===== src/sv/srrq_pkg.sv =====
// Shared types and operation codes for the sharded round-robin queue.
package srrq_pkg;

  // Data word carried by the queues.
  typedef logic signed [31:0] word_t;

  // Operation codes on the mode field.
  localparam logic OP_PUSH = 1'b0;
  localparam logic OP_POP  = 1'b1;

  // Width of the reported shard index.
  localparam int unsigned SHARD_USED_W = 3;

endpackage


===== src/sv/sharded_round_robin_queue_unit.sv =====
// Sharded round-robin queue: SHARDS bounded FIFOs in one storage memory.
//
// Each request is a push or a pop and yields exactly one response. Pushes go to
// the shards in turn. A pop serves the first non-empty shard at or after the
// shard of the last successful pop. Requests are handled one at a time. A push
// to a full shard, or a pop with every shard empty, goes from accept straight
// to ST_DONE. A normal push passes through ST_META, where the pointers read at
// accept are updated. A normal pop passes through ST_META and then ST_DATA for
// the storage read. A new request is taken as soon as the previous one has
// moved into the output register, even while that response is still stalled.
// Per-shard empty/full flags and a valid bit per pointer entry live in
// flip-flops, so no clearing pass follows reset.
module sharded_round_robin_queue_unit #(
  parameter int unsigned SHARDS = 8,
  parameter int unsigned DEPTH  = 16
) (
  input  logic                                    clk_i,
  input  logic                                    rst_ni,
  // request channel
  input  logic                                    in_valid_i,
  output logic                                    in_stall_o,
  input  logic                                    mode_i,
  input  srrq_pkg::word_t                         push_value_i,
  // response channel
  output logic                                    out_valid_o,
  input  logic                                    out_stall_i,
  output srrq_pkg::word_t                         pop_value_o,
  output logic                                    found_o,
  output logic                                    dropped_o,
  output logic [srrq_pkg::SHARD_USED_W-1:0]       shard_used_o
);
  import srrq_pkg::*;

  localparam int unsigned SW = $clog2(SHARDS);
  localparam int unsigned PW = $clog2(DEPTH);
  localparam int unsigned AW = $clog2(SHARDS * DEPTH);
  localparam logic [SW-1:0] LAST_SHARD = SW'(SHARDS - 1);
  localparam logic [PW-1:0] LAST_PTR   = PW'(DEPTH - 1);
  localparam logic [AW-1:0] DEPTH_A    = AW'(DEPTH);

  typedef enum logic [1:0] {
    ST_IDLE,
    ST_META,
    ST_DATA,
    ST_DONE
  } state_e;

  typedef struct packed {
    logic [PW-1:0] head;
    logic [PW-1:0] tail;
  } meta_t;

  // Memories
  word_t st_mem   [SHARDS*DEPTH];
  meta_t meta_mem [SHARDS];

  // Control state
  state_e        state_q;
  logic [SW-1:0] push_sel_q;
  logic [SW-1:0] scan_start_q;
  logic [SHARDS-1:0] nonempty_q;
  logic [SHARDS-1:0] full_q;
  logic [SHARDS-1:0] meta_vld_q;
  logic          out_valid_q;

  // Request and result holding registers
  logic          op_q;
  logic [SW-1:0] shard_q;
  word_t         push_value_q;
  word_t         res_value_q;
  logic          res_found_q;
  logic          res_drop_q;
  word_t         out_value_q;
  logic          out_found_q;
  logic          out_drop_q;
  logic [SW-1:0] out_shard_q;

  // Memory read data
  meta_t         meta_rd_q;
  logic          meta_rd_vld_q;
  word_t         st_rdata_q;

  logic          in_accept;
  logic          out_free;

  // Rotating priority encoder over the non-empty flags
  logic [SHARDS-1:0] hi_ne;
  logic [SHARDS-1:0] pick;
  logic [SHARDS-1:0] pick_one;
  logic [SW-1:0]     pop_sel;
  logic              any_ne;

  logic [SW-1:0] sel_shard;
  logic          sel_trivial;

  meta_t         meta_cur;
  logic [PW-1:0] head_nxt;
  logic [PW-1:0] tail_nxt;
  logic [AW-1:0] st_addr;
  logic          st_we;
  logic          st_re;

  assign in_accept  = in_valid_i && (state_q == ST_IDLE);
  assign in_stall_o = (state_q != ST_IDLE);
  assign out_free   = !out_valid_q || !out_stall_i;

  // Pick the first non-empty shard at or after the scan start, else wrap
  always_comb begin
    hi_ne    = nonempty_q & ({SHARDS{1'b1}} << scan_start_q);
    pick     = (hi_ne != '0) ? hi_ne : nonempty_q;
    pick_one = pick & (~pick + SHARDS'(1));
    any_ne   = (nonempty_q != '0);
    pop_sel  = '0;
    for (int i = 0; i < SHARDS; i++) begin
      if (pick_one[i]) begin
        pop_sel = pop_sel | SW'(i);
      end
    end
  end

  // Choose the shard and spot requests that need no memory access
  always_comb begin
    if (mode_i == OP_POP) begin
      sel_shard   = pop_sel;
      sel_trivial = !any_ne;
    end else begin
      sel_shard   = push_sel_q;
      sel_trivial = full_q[push_sel_q];
    end
  end

  // Pointer update and storage access for the latched request
  always_comb begin
    meta_cur = meta_rd_vld_q ? meta_rd_q : '0;
    head_nxt = (meta_cur.head == LAST_PTR) ? '0 : meta_cur.head + PW'(1);
    tail_nxt = (meta_cur.tail == LAST_PTR) ? '0 : meta_cur.tail + PW'(1);
    st_we    = (state_q == ST_META) && (op_q == OP_PUSH);
    st_re    = (state_q == ST_META) && (op_q == OP_POP);
    st_addr  = AW'(shard_q) * DEPTH_A
             + AW'((op_q == OP_PUSH) ? meta_cur.tail : meta_cur.head);
  end

  // Storage memory: one port, read or write
  always_ff @(posedge clk_i) begin
    if (st_we) begin
      st_mem[st_addr] <= push_value_q;
    end
    if (st_re) begin
      st_rdata_q <= st_mem[st_addr];
    end
  end

  // Pointer memory: read at accept, written back in ST_META
  always_ff @(posedge clk_i) begin
    if (in_accept) begin
      meta_rd_q <= meta_mem[sel_shard];
    end
    if (state_q == ST_META) begin
      meta_mem[shard_q] <= (op_q == OP_PUSH) ? meta_t'{meta_cur.head, tail_nxt}
                                             : meta_t'{head_nxt, meta_cur.tail};
    end
  end

  // Sequencer, flags and output register
  always_ff @(posedge clk_i or negedge rst_ni) begin
    if (!rst_ni) begin
      state_q      <= ST_IDLE;
      push_sel_q   <= '0;
      scan_start_q <= '0;
      nonempty_q   <= '0;
      full_q       <= '0;
      meta_vld_q   <= '0;
      out_valid_q  <= 1'b0;
    end else begin
      // drop a response once taken, unless a new one loads
      if (out_valid_q && !out_stall_i && (state_q != ST_DONE)) begin
        out_valid_q <= 1'b0;
      end
      unique case (state_q)
        ST_IDLE: begin
          if (in_accept) begin
            op_q          <= mode_i;
            shard_q       <= sel_shard;
            push_value_q  <= push_value_i;
            meta_rd_vld_q <= meta_vld_q[sel_shard];
            res_value_q   <= '0;
            res_found_q   <= 1'b0;
            res_drop_q    <= (mode_i == OP_PUSH) && sel_trivial;
            if (mode_i == OP_PUSH) begin
              push_sel_q <= (push_sel_q == LAST_SHARD) ? '0 : push_sel_q + SW'(1);
            end
            state_q <= sel_trivial ? ST_DONE : ST_META;
          end
        end
        ST_META: begin
          meta_vld_q[shard_q] <= 1'b1;
          if (op_q == OP_PUSH) begin
            nonempty_q[shard_q] <= 1'b1;
            full_q[shard_q]     <= (tail_nxt == meta_cur.head);
            state_q             <= ST_DONE;
          end else begin
            nonempty_q[shard_q] <= (head_nxt != meta_cur.tail);
            full_q[shard_q]     <= 1'b0;
            scan_start_q        <= shard_q;
            state_q             <= ST_DATA;
          end
        end
        ST_DATA: begin
          res_value_q <= st_rdata_q;
          res_found_q <= 1'b1;
          state_q     <= ST_DONE;
        end
        ST_DONE: begin
          if (out_free) begin
            out_valid_q <= 1'b1;
            out_value_q <= res_value_q;
            out_found_q <= res_found_q;
            out_drop_q  <= res_drop_q;
            // a pop that found nothing reports shard zero
            out_shard_q <= ((op_q == OP_POP) && !res_found_q) ? '0 : shard_q;
            state_q     <= ST_IDLE;
          end
        end
        default: begin
          state_q <= ST_IDLE;
        end
      endcase
    end
  end

  assign out_valid_o  = out_valid_q;
  assign pop_value_o  = out_value_q;
  assign found_o      = out_found_q;
  assign dropped_o    = out_drop_q;
  assign shard_used_o = SHARD_USED_W'(out_shard_q);

  // A full shard is never flagged empty
  a_full_nonempty: assert property (@(posedge clk_i) disable iff (!rst_ni)
    (full_q & ~nonempty_q) == '0)
    else $error("full shard flagged empty");

  // An accepted request always leaves the idle state
  a_accept_busy: assert property (@(posedge clk_i) disable iff (!rst_ni)
    in_accept |=> (state_q != ST_IDLE))
    else $error("request accepted without starting");

  // The storage read cycle always follows a pointer update
  a_data_after_meta: assert property (@(posedge clk_i) disable iff (!rst_ni)
    (state_q == ST_DATA) |-> ($past(state_q) == ST_META))
    else $error("storage read out of sequence");

  // A response never reports both found and dropped
  a_found_drop: assert property (@(posedge clk_i) disable iff (!rst_ni)
    out_valid_q |-> !(out_found_q && out_drop_q))
    else $error("response both found and dropped");

endmodule

===== config.mk =====
export PLATFORM = sky130hd
export DESIGN_NAME = sharded_round_robin_queue_unit
export DESIGN_NICKNAME = d
export VERILOG_FILES = /design/src/sv/srrq_pkg.sv /design/src/sv/sharded_round_robin_queue_unit.sv
export SDC_FILE = /design/constraint.sdc
export NUM_CORES = 2
export LEC_CHECK = 0
export ABC_AREA = 1
export BUFFER_PORTS_ARGS = -buffer_cell sky130_fd_sc_hd__buf_2
export CELL_PAD_IN_SITES_DETAIL_PLACEMENT = 1
export CELL_PAD_IN_SITES_GLOBAL_PLACEMENT = 2
export CORE_AREA = 4 4 601 603
export DETAILED_ROUTE_END_ITERATION = 16
export DIE_AREA = 0 0 605 607
export PLACE_DENSITY = 0.87
export RECOVER_POWER = 50
export SLEW_MARGIN = 20
export SYNTH_ARGS = -nofsm -noshare
export SYNTH_HDL_FRONTEND = slang
export SYNTH_MEMORY_MAX_BITS = 65536
export SYNTH_SLANG_ARGS = --single-unit

===== constraint.sdc =====
create_clock -name clk_i -period 4.2 [get_ports clk_i]
set_input_delay 0.21 -clock clk_i [delete_from_list [all_inputs] [get_ports clk_i]]
set_output_delay 0.21 -clock clk_i [all_outputs]
set_load 0.05 [all_outputs]

* Yosys cells after proc, flatten, opt, wreduce, memory -nomap -nowiden
Memories as Yosys holds them, arrays and structs flattened. A register that Yosys moved wholly into a read port is not among the register bits. Cells that the tools add are included.
Storage, ports and cells: output and inout bits 39, bits in read-only memories 0, memory bits (writable) 4160, input bits 37, latch bits 0, logic and storage cells 116, bits in registers 141, memories kept 2
Memory list:
- st_mem | depth 128, bits a word 32, rd ports 1, clocked after memory_dff 1, write ports 1, RTL line sharded_round_robin_queue_unit.sv:54 | word_t st_mem [SHARDS*DEPTH];
- meta_mem | depth 8, bits a word 8, rd ports 1, clocked after memory_dff 1, write ports 1, RTL line sharded_round_robin_queue_unit.sv:55 | meta_t meta_mem [SHARDS];
Cells by class: shift-type cells 1, mux-type cells 42, add/subtract/negate cells 5, order comparisons 4, equal/unequal tests 11, div/mod/pow operators 0, reductions and logical operators 24, bitwise operators 9, $mul 0
Operator list (number):
- $pmux 32 s2 | 1
- $mux 8 | 5
- $mux 32 | 1
- $and 8x8->8 | 3
- $mux 3 | 6
- $bwmux 8 | 2
- $not 8->8 | 2
- $or 8x8->8 | 2
- $reduce_bool 8->1 | 2
- $mux 1 | 14
- $lt 3x4->1 const B | 3
- $mux 4 | 3
- $reduce_and 3->1 | 4
- $mux 2 | 5
- $add 4x1->4 const B | 2
- $add 8x1->8 const B | 1
- $eq 4x4->1 const B | 2
- $logic_and 1x1->1 | 8
- $pmux 2 s4 | 1
- $shl 8x3->8 const A | 1
- $add 7x4->7 | 1
- $bmux 1 s3 | 2
- $ne 2x2->1 const B | 3
- $eq 2x2->1 const B | 2
- 14 further kinds | 20

* Longest topological paths before layout
depth in word-level cells 17, depth in mapped cells 19

* Worst setup path before layout
No wires, ideal clock.
path kind register to register, start point reg meta_rd_vld_q, end point mem st_mem[105][0] (netlist name), enable pin, library setup time 421 ps, setup slack 350 ps, buffers on the path 6, arrival 3429 ps, clock period less this slack 3850 ps, stages on the path, launching flop included 14, cells stage by stage edfxtp_1 -> buf_4 -> nand2_4 -> inv_2 -> o21ai_2 -> buf_2 -> nand3_2 -> inv_2 -> buf_4 -> buf_2 -> buf_2 -> nand2_1 -> buf_2 -> nor2_1
On the way: longest elaborated chain between the ends 3
RTL lines:
- start: declaration | RTL line sharded_round_robin_queue_unit.sv:80 | logic meta_rd_vld_q;
- start signal: assignment | RTL line sharded_round_robin_queue_unit.sv:185 | meta_rd_vld_q <= meta_vld_q[sel_shard];
- $mux 8 | RTL line sharded_round_robin_queue_unit.sv:134 | meta_cur = meta_rd_vld_q ? meta_rd_q : '0;
- $mux 4 | RTL line sharded_round_robin_queue_unit.sv:140 | + AW'((op_q == OP_PUSH) ? meta_cur.tail : meta_cur.head);
- $add 7x4->7 | RTL line sharded_round_robin_queue_unit.sv:140
- end: declaration | RTL line sharded_round_robin_queue_unit.sv:54
No other way between the ends.

* Final worst setup path
start point reg op_q, end point reg st_rdata_q[31] (read register of st_mem) (data pin)
On the way: longest elaborated chain between the ends 2, elaborated cells between the ends (all ways) 3
RTL lines:
- start: declaration | RTL line sharded_round_robin_queue_unit.sv:67 | logic op_q;
- start signal: assignment | RTL line sharded_round_robin_queue_unit.sv:182 | op_q <= mode_i;
- $mux 4 | RTL line sharded_round_robin_queue_unit.sv:140
- $add 7x4->7 | RTL line sharded_round_robin_queue_unit.sv:140
- end: declaration | RTL line sharded_round_robin_queue_unit.sv:81 | word_t st_rdata_q;
Parallel ways exist; a longest one is shown, timed or not. A chain may end at the register's enable or synchronous reset.

==> results.py <==
metrics = {
    "timing": {
        "slew-limit-headroom": -1.74,
        "postLayoutSetupSlackWorst_ps": -90.5,
        "rsz_0062_raised_after_global_routing": "no",
        "max_slew.worst_pin.slew_ps": 4100,
        "finalMaxSlewViolations": 3913,
        "report.final.hold_viol_count": 0,
        "finalSetupViolations": 13,
        "finalWorstPathRequiredPeriod_ps": 4290,
        "worst_clock_skew_ps": 113,
        "timing.fmax_mhz": 233,
        "final_min_period_over_clock_period": 1.02,
    },
    "min_path": {
        "hp-start": "in_valid_i",
        "hold_path.class": "input port to flip-flop",
        "timing.hold.worst_path_depth": 5,
        "hold_end": "state_q[1]",
    },
    "cts": {
        "cts-buffers-inserted": 434,
        "clk_path_buf_depth": 4,
        "ctsRootBufferMaster": "clkbuf_16",
        "clk_transition_reported_paths_ps": 70,
        "numClockSinks": 4341,
        "cts_tree": "built",
        "ctsHtreeMaxLevel": 5,
        "worst_skew_pair.late_latency_ps": 1060,
    },
    "logic_synthesis": {
        "synth-main-ff-cell": "edfxtp_1",
        "syn-num-nets": 11473,
        "postSynthAreaPerCell_um2": 14.3,
        "ys_types": 49,
        "postSynthRegisterBits": 4341,
        "synth_warnings": 0,
        "synth_seq_area_share": 0.797,
        "synth-async-reset-ratio": 0.00760,
        "number_of_instances_in_the_synthesized_netlist": 11428,
        "synth_enable_flop_cells": 4308,
        "netlist_area_pre_place_mm2": 0.163,
    },
    "global_route": {
        "use_met2": 0.513,
        "globalRouteMet1Util": 0.408,
        "globalRoute.busiestLayer": "met2",
        "gr-total-overflow": 0,
        "largest_net_degree_at_the_start_of_global_routing": 129,
        "grt_pass1_vias": 114349,
        "grt_use_met3": 0.0871,
        "wire_length_of_the_first_global_routing_pass_mm": 858,
        "antenna_found_initial": 42,
        "gr-usage-all-layers": 0.330,
    },
    "place": {
        "placed_area_mm2": 0.177,
        "port-buffer-count": 75,
        "detailedPlace.worstSlack_ps": -361,
        "placedCellCount": 16459,
        "routabilityCongestion": 0.927,
        "place_hpwl_mm": 359,
    },
    "worst_setup_path": {
        "path_common_cell": "nand2_1",
        "crit_fanout": 30,
        "worstReg2RegEnd": "st_rdata_q[31]",
        "crit_chain": "inv_1, buf_4, o21ai_4, nand3_2, inv_8, buf_12, buf_12, a22o_1, o31ai_1, nand3_1, nand2_1, nand2_1, nor2_1, nand2_1",
        "worstPathBufferInverterCount": 5,
        "reg2reg_slack_ps": -90,
        "crit_path_end_kind": "flip-flop",
        "worst-setup-path-type": "flip-flop to flip-flop",
        "worst_ep_required_time_ps": 5010,
        "worst_r2r_startpoint": "op_q",
        "worst_path_largest_cell_delay_ps": 810,
        "crit_path_top_delay_cell": "o31ai_1",
        "cpLargestDelayFamily": "compound AO/OA/AOI/OAI gates",
        "worst_ep_arrival_time_ps": 5100,
        "worst-r2r-cell-count": 14,
        "setup.worst_path.start_class": "flip-flop",
    },
    "floorplanning": {
        "io-pin-count": 76,
        "die_y_um": 607,
        "fp.coreArea_mm2": 0.355,
        "die_area_mm2": 0.367,
        "die_width_um": 605,
        "fp-row-count": 219,
        "initial_standard_cell_utilization_of_the_core": 0.460,
    },
    "job": {
        "timing.max_cap.violations": 42,
    },
    "finish": {
        "layout_overhead_on_the_synthesized_area_pct": 16.7,
        "final_layout_size_suffix_gt1_frac": 0.125,
        "most-common-layout-cells": "edfxtp_1, nand2_1, buf_4",
        "layout.nets": 12261,
        "finish.cell_count_without_fillers": 17348,
        "most_frequent_standard_cell_in_the_layout_excluding_fill_and_tap_cells": "edfxtp_1",
        "postLayoutCoreUtil": 0.536,
        "finished_cell_area_mm2": 0.191,
    },
    "detailed_routing": {
        "drtIter0Drc": 17799,
        "drt-pass1-iter-count": 9,
        "drt_drc": 0,
        "wire_per_inst_um": 35.6,
        "wl_mm": 617,
        "remaining_antenna_violation_count_after_routing": 0,
        "dr_total_vias": 110027,
        "via_cell_ratio": 6.34,
    },
    "status": {
        "run_status": "complete, but fails checks",
        "failed_checks": "max-capacitance violations, max-slew violations, negative setup slack",
    },
    "power_and_ir_drop": {
        "p_leak_uw": 0.0648,
        "power_density_mw_per_mm2": 546,
        "irDropWorstVdd_mv": 0.434,
    },
}
-- cell type report --
type	count	area, µm²
antenna	19	47.5
clock buffer	530	11400
clock inverter	268	2390
fill	33991	165000
inverter	410	1620
multi-input combinational	6134	30100
sequential	4341	130000
tap	4751	5940
timing repair buffer	895	8940
-- worst reg2reg max path, cell delays in order (launching register included) --
cell,delay (ps)
edfxtp_1,500
inv_1,130
buf_4,270
o21ai_4,220
nand3_2,220
inv_8,110
buf_12,190
buf_12,390
a22o_1,240
o31ai_1,810
nand3_1,150
nand2_1,310
nand2_1,270
nor2_1,200
nand2_1,90
-- power by group --
part | internal (µW) | switching (µW) | total (µW)
sequential | 49100 | 552 | 49600
clock | 21300 | 17000 | 38400
combinational | 4030 | 12000 | 16100
-- per-layer routing --
metal | vias up | wire length (µm) | part of all wire
met5 | - | 117 | 0.00019
met4 | 20 | 52500 | 0.085
met3 | 2082 | 79700 | 0.13
met2 | 8455 | 278000 | 0.45
met1 | 56053 | 207000 | 0.34
li1 | 43417 | - | -
-- cell usage after synthesis (5+ instances only) --
| cell | count | area, µm² |
|---|---|---|
| nor2_1 | 326 | 1220 |
| a211oi_1 | 5 | 37.5 |
| a22o_1 | 220 | 1930 |
| o2111a_1 | 12 | 135 |
| buf_6 | 6 | 67.6 |
| a22oi_1 | 147 | 1100 |
| buf_4 | 22 | 165 |
| buf_2 | 360 | 1800 |
| o211ai_1 | 20 | 150 |
| inv_2 | 13 | 48.8 |
| xor2_1 | 5 | 43.8 |
| o31ai_1 | 62 | 465 |
| nand2_2 | 5 | 31.3 |
| a31oi_1 | 8 | 50.1 |
| nand3b_1 | 12 | 90.1 |
| nand2_1 | 3694 | 13900 |
| buf_1 | 34 | 128 |
| o21a_1 | 7 | 52.6 |
| clkbuf_1 | 121 | 454 |
| nand3_1 | 339 | 1700 |
| ha_1 | 8 | 100 |
| clkinv_1 | 6 | 22.5 |
| o21ai_0 | 331 | 1660 |
| o21ai_1 | 45 | 225 |
| dfrtp_1 | 33 | 826 |
| inv_1 | 391 | 1470 |
| a221oi_1 | 195 | 1710 |
| o22ai_1 | 9 | 56.3 |
| o2111ai_1 | 68 | 596 |
| edfxtp_1 | 4308 | 129000 |
| a21oi_1 | 146 | 731 |
| nand4_1 | 431 | 2700 |
-- flip-flops by register name, summed over array words and instances (netlist names), 8 cells and up --
register and flops:
meta_rd_q 8, st_mem 4096, meta_mem 64, nonempty_q 8, st_rdata_q 32, res_value_q 32, push_value_q 32, meta_vld_q 8
pop_value_o 32, full_q 8
-- worst max-delay path by stage --
| stage | cells after the start | from | end |
|---|---|---|---|
| floorplan | 13 | meta_rd_vld_q | st_mem[105][0] |
| global placement | 17 | meta_rd_vld_q | st_rdata_q[29] |
| detailed placement | 17 | meta_rd_vld_q | st_rdata_q[29] |
| CTS | 15 | meta_rd_vld_q | st_rdata_q[31] |
| global route | 16 | meta_rd_vld_q | st_rdata_q[7] |
| finish | 14 | op_q | st_rdata_q[31] |
-- metrics by stage --
step | setup TNS, ps | power (µW) | hold WS (ps)
after CTS | 0 | 103000 | 87.7
after detailed placement | -719 | 65600 | 269
after global routing | 0 | 107000 | 196
after floorplan | 0 | 57300 | -85.6
after global placement | -364 | 64900 | 255
final | -257 | 104000 | 174
-- cells by family (layout without fill, tap and decap cells) --
logic type | count (synthesis) | count (layout) | synth area share
other | 0 | 19 | 0
and+or+nand+nor | 4828 | 4828 | 0.121
adders and majority gates | 8 | 8 | 0.000613
DFF | 4341 | 4341 | 0.797
AOI/OAI and AO/OA | 1292 | 1292 | 0.0555
buffers and inverters | 953 | 2103 | 0.0254
xor gates and xnor gates | 6 | 6 | 0.000322
-- repair_timing --
| action | in CTS | in global routing |
|---|---|---|
| gates cloned | 0 | 0 |
| hold endpoints to repair | 112 | 0 |
| buffers inserted | 0 | 2 |
| pin swaps | 1 | 4 |
| endpoints found under the setup margin | 6 | 13 |
| hold buffers | 70 | 0 |
| gates resized for setup | 12 | 12 |
No activity file was read; power rests on OpenSTA's default activity.
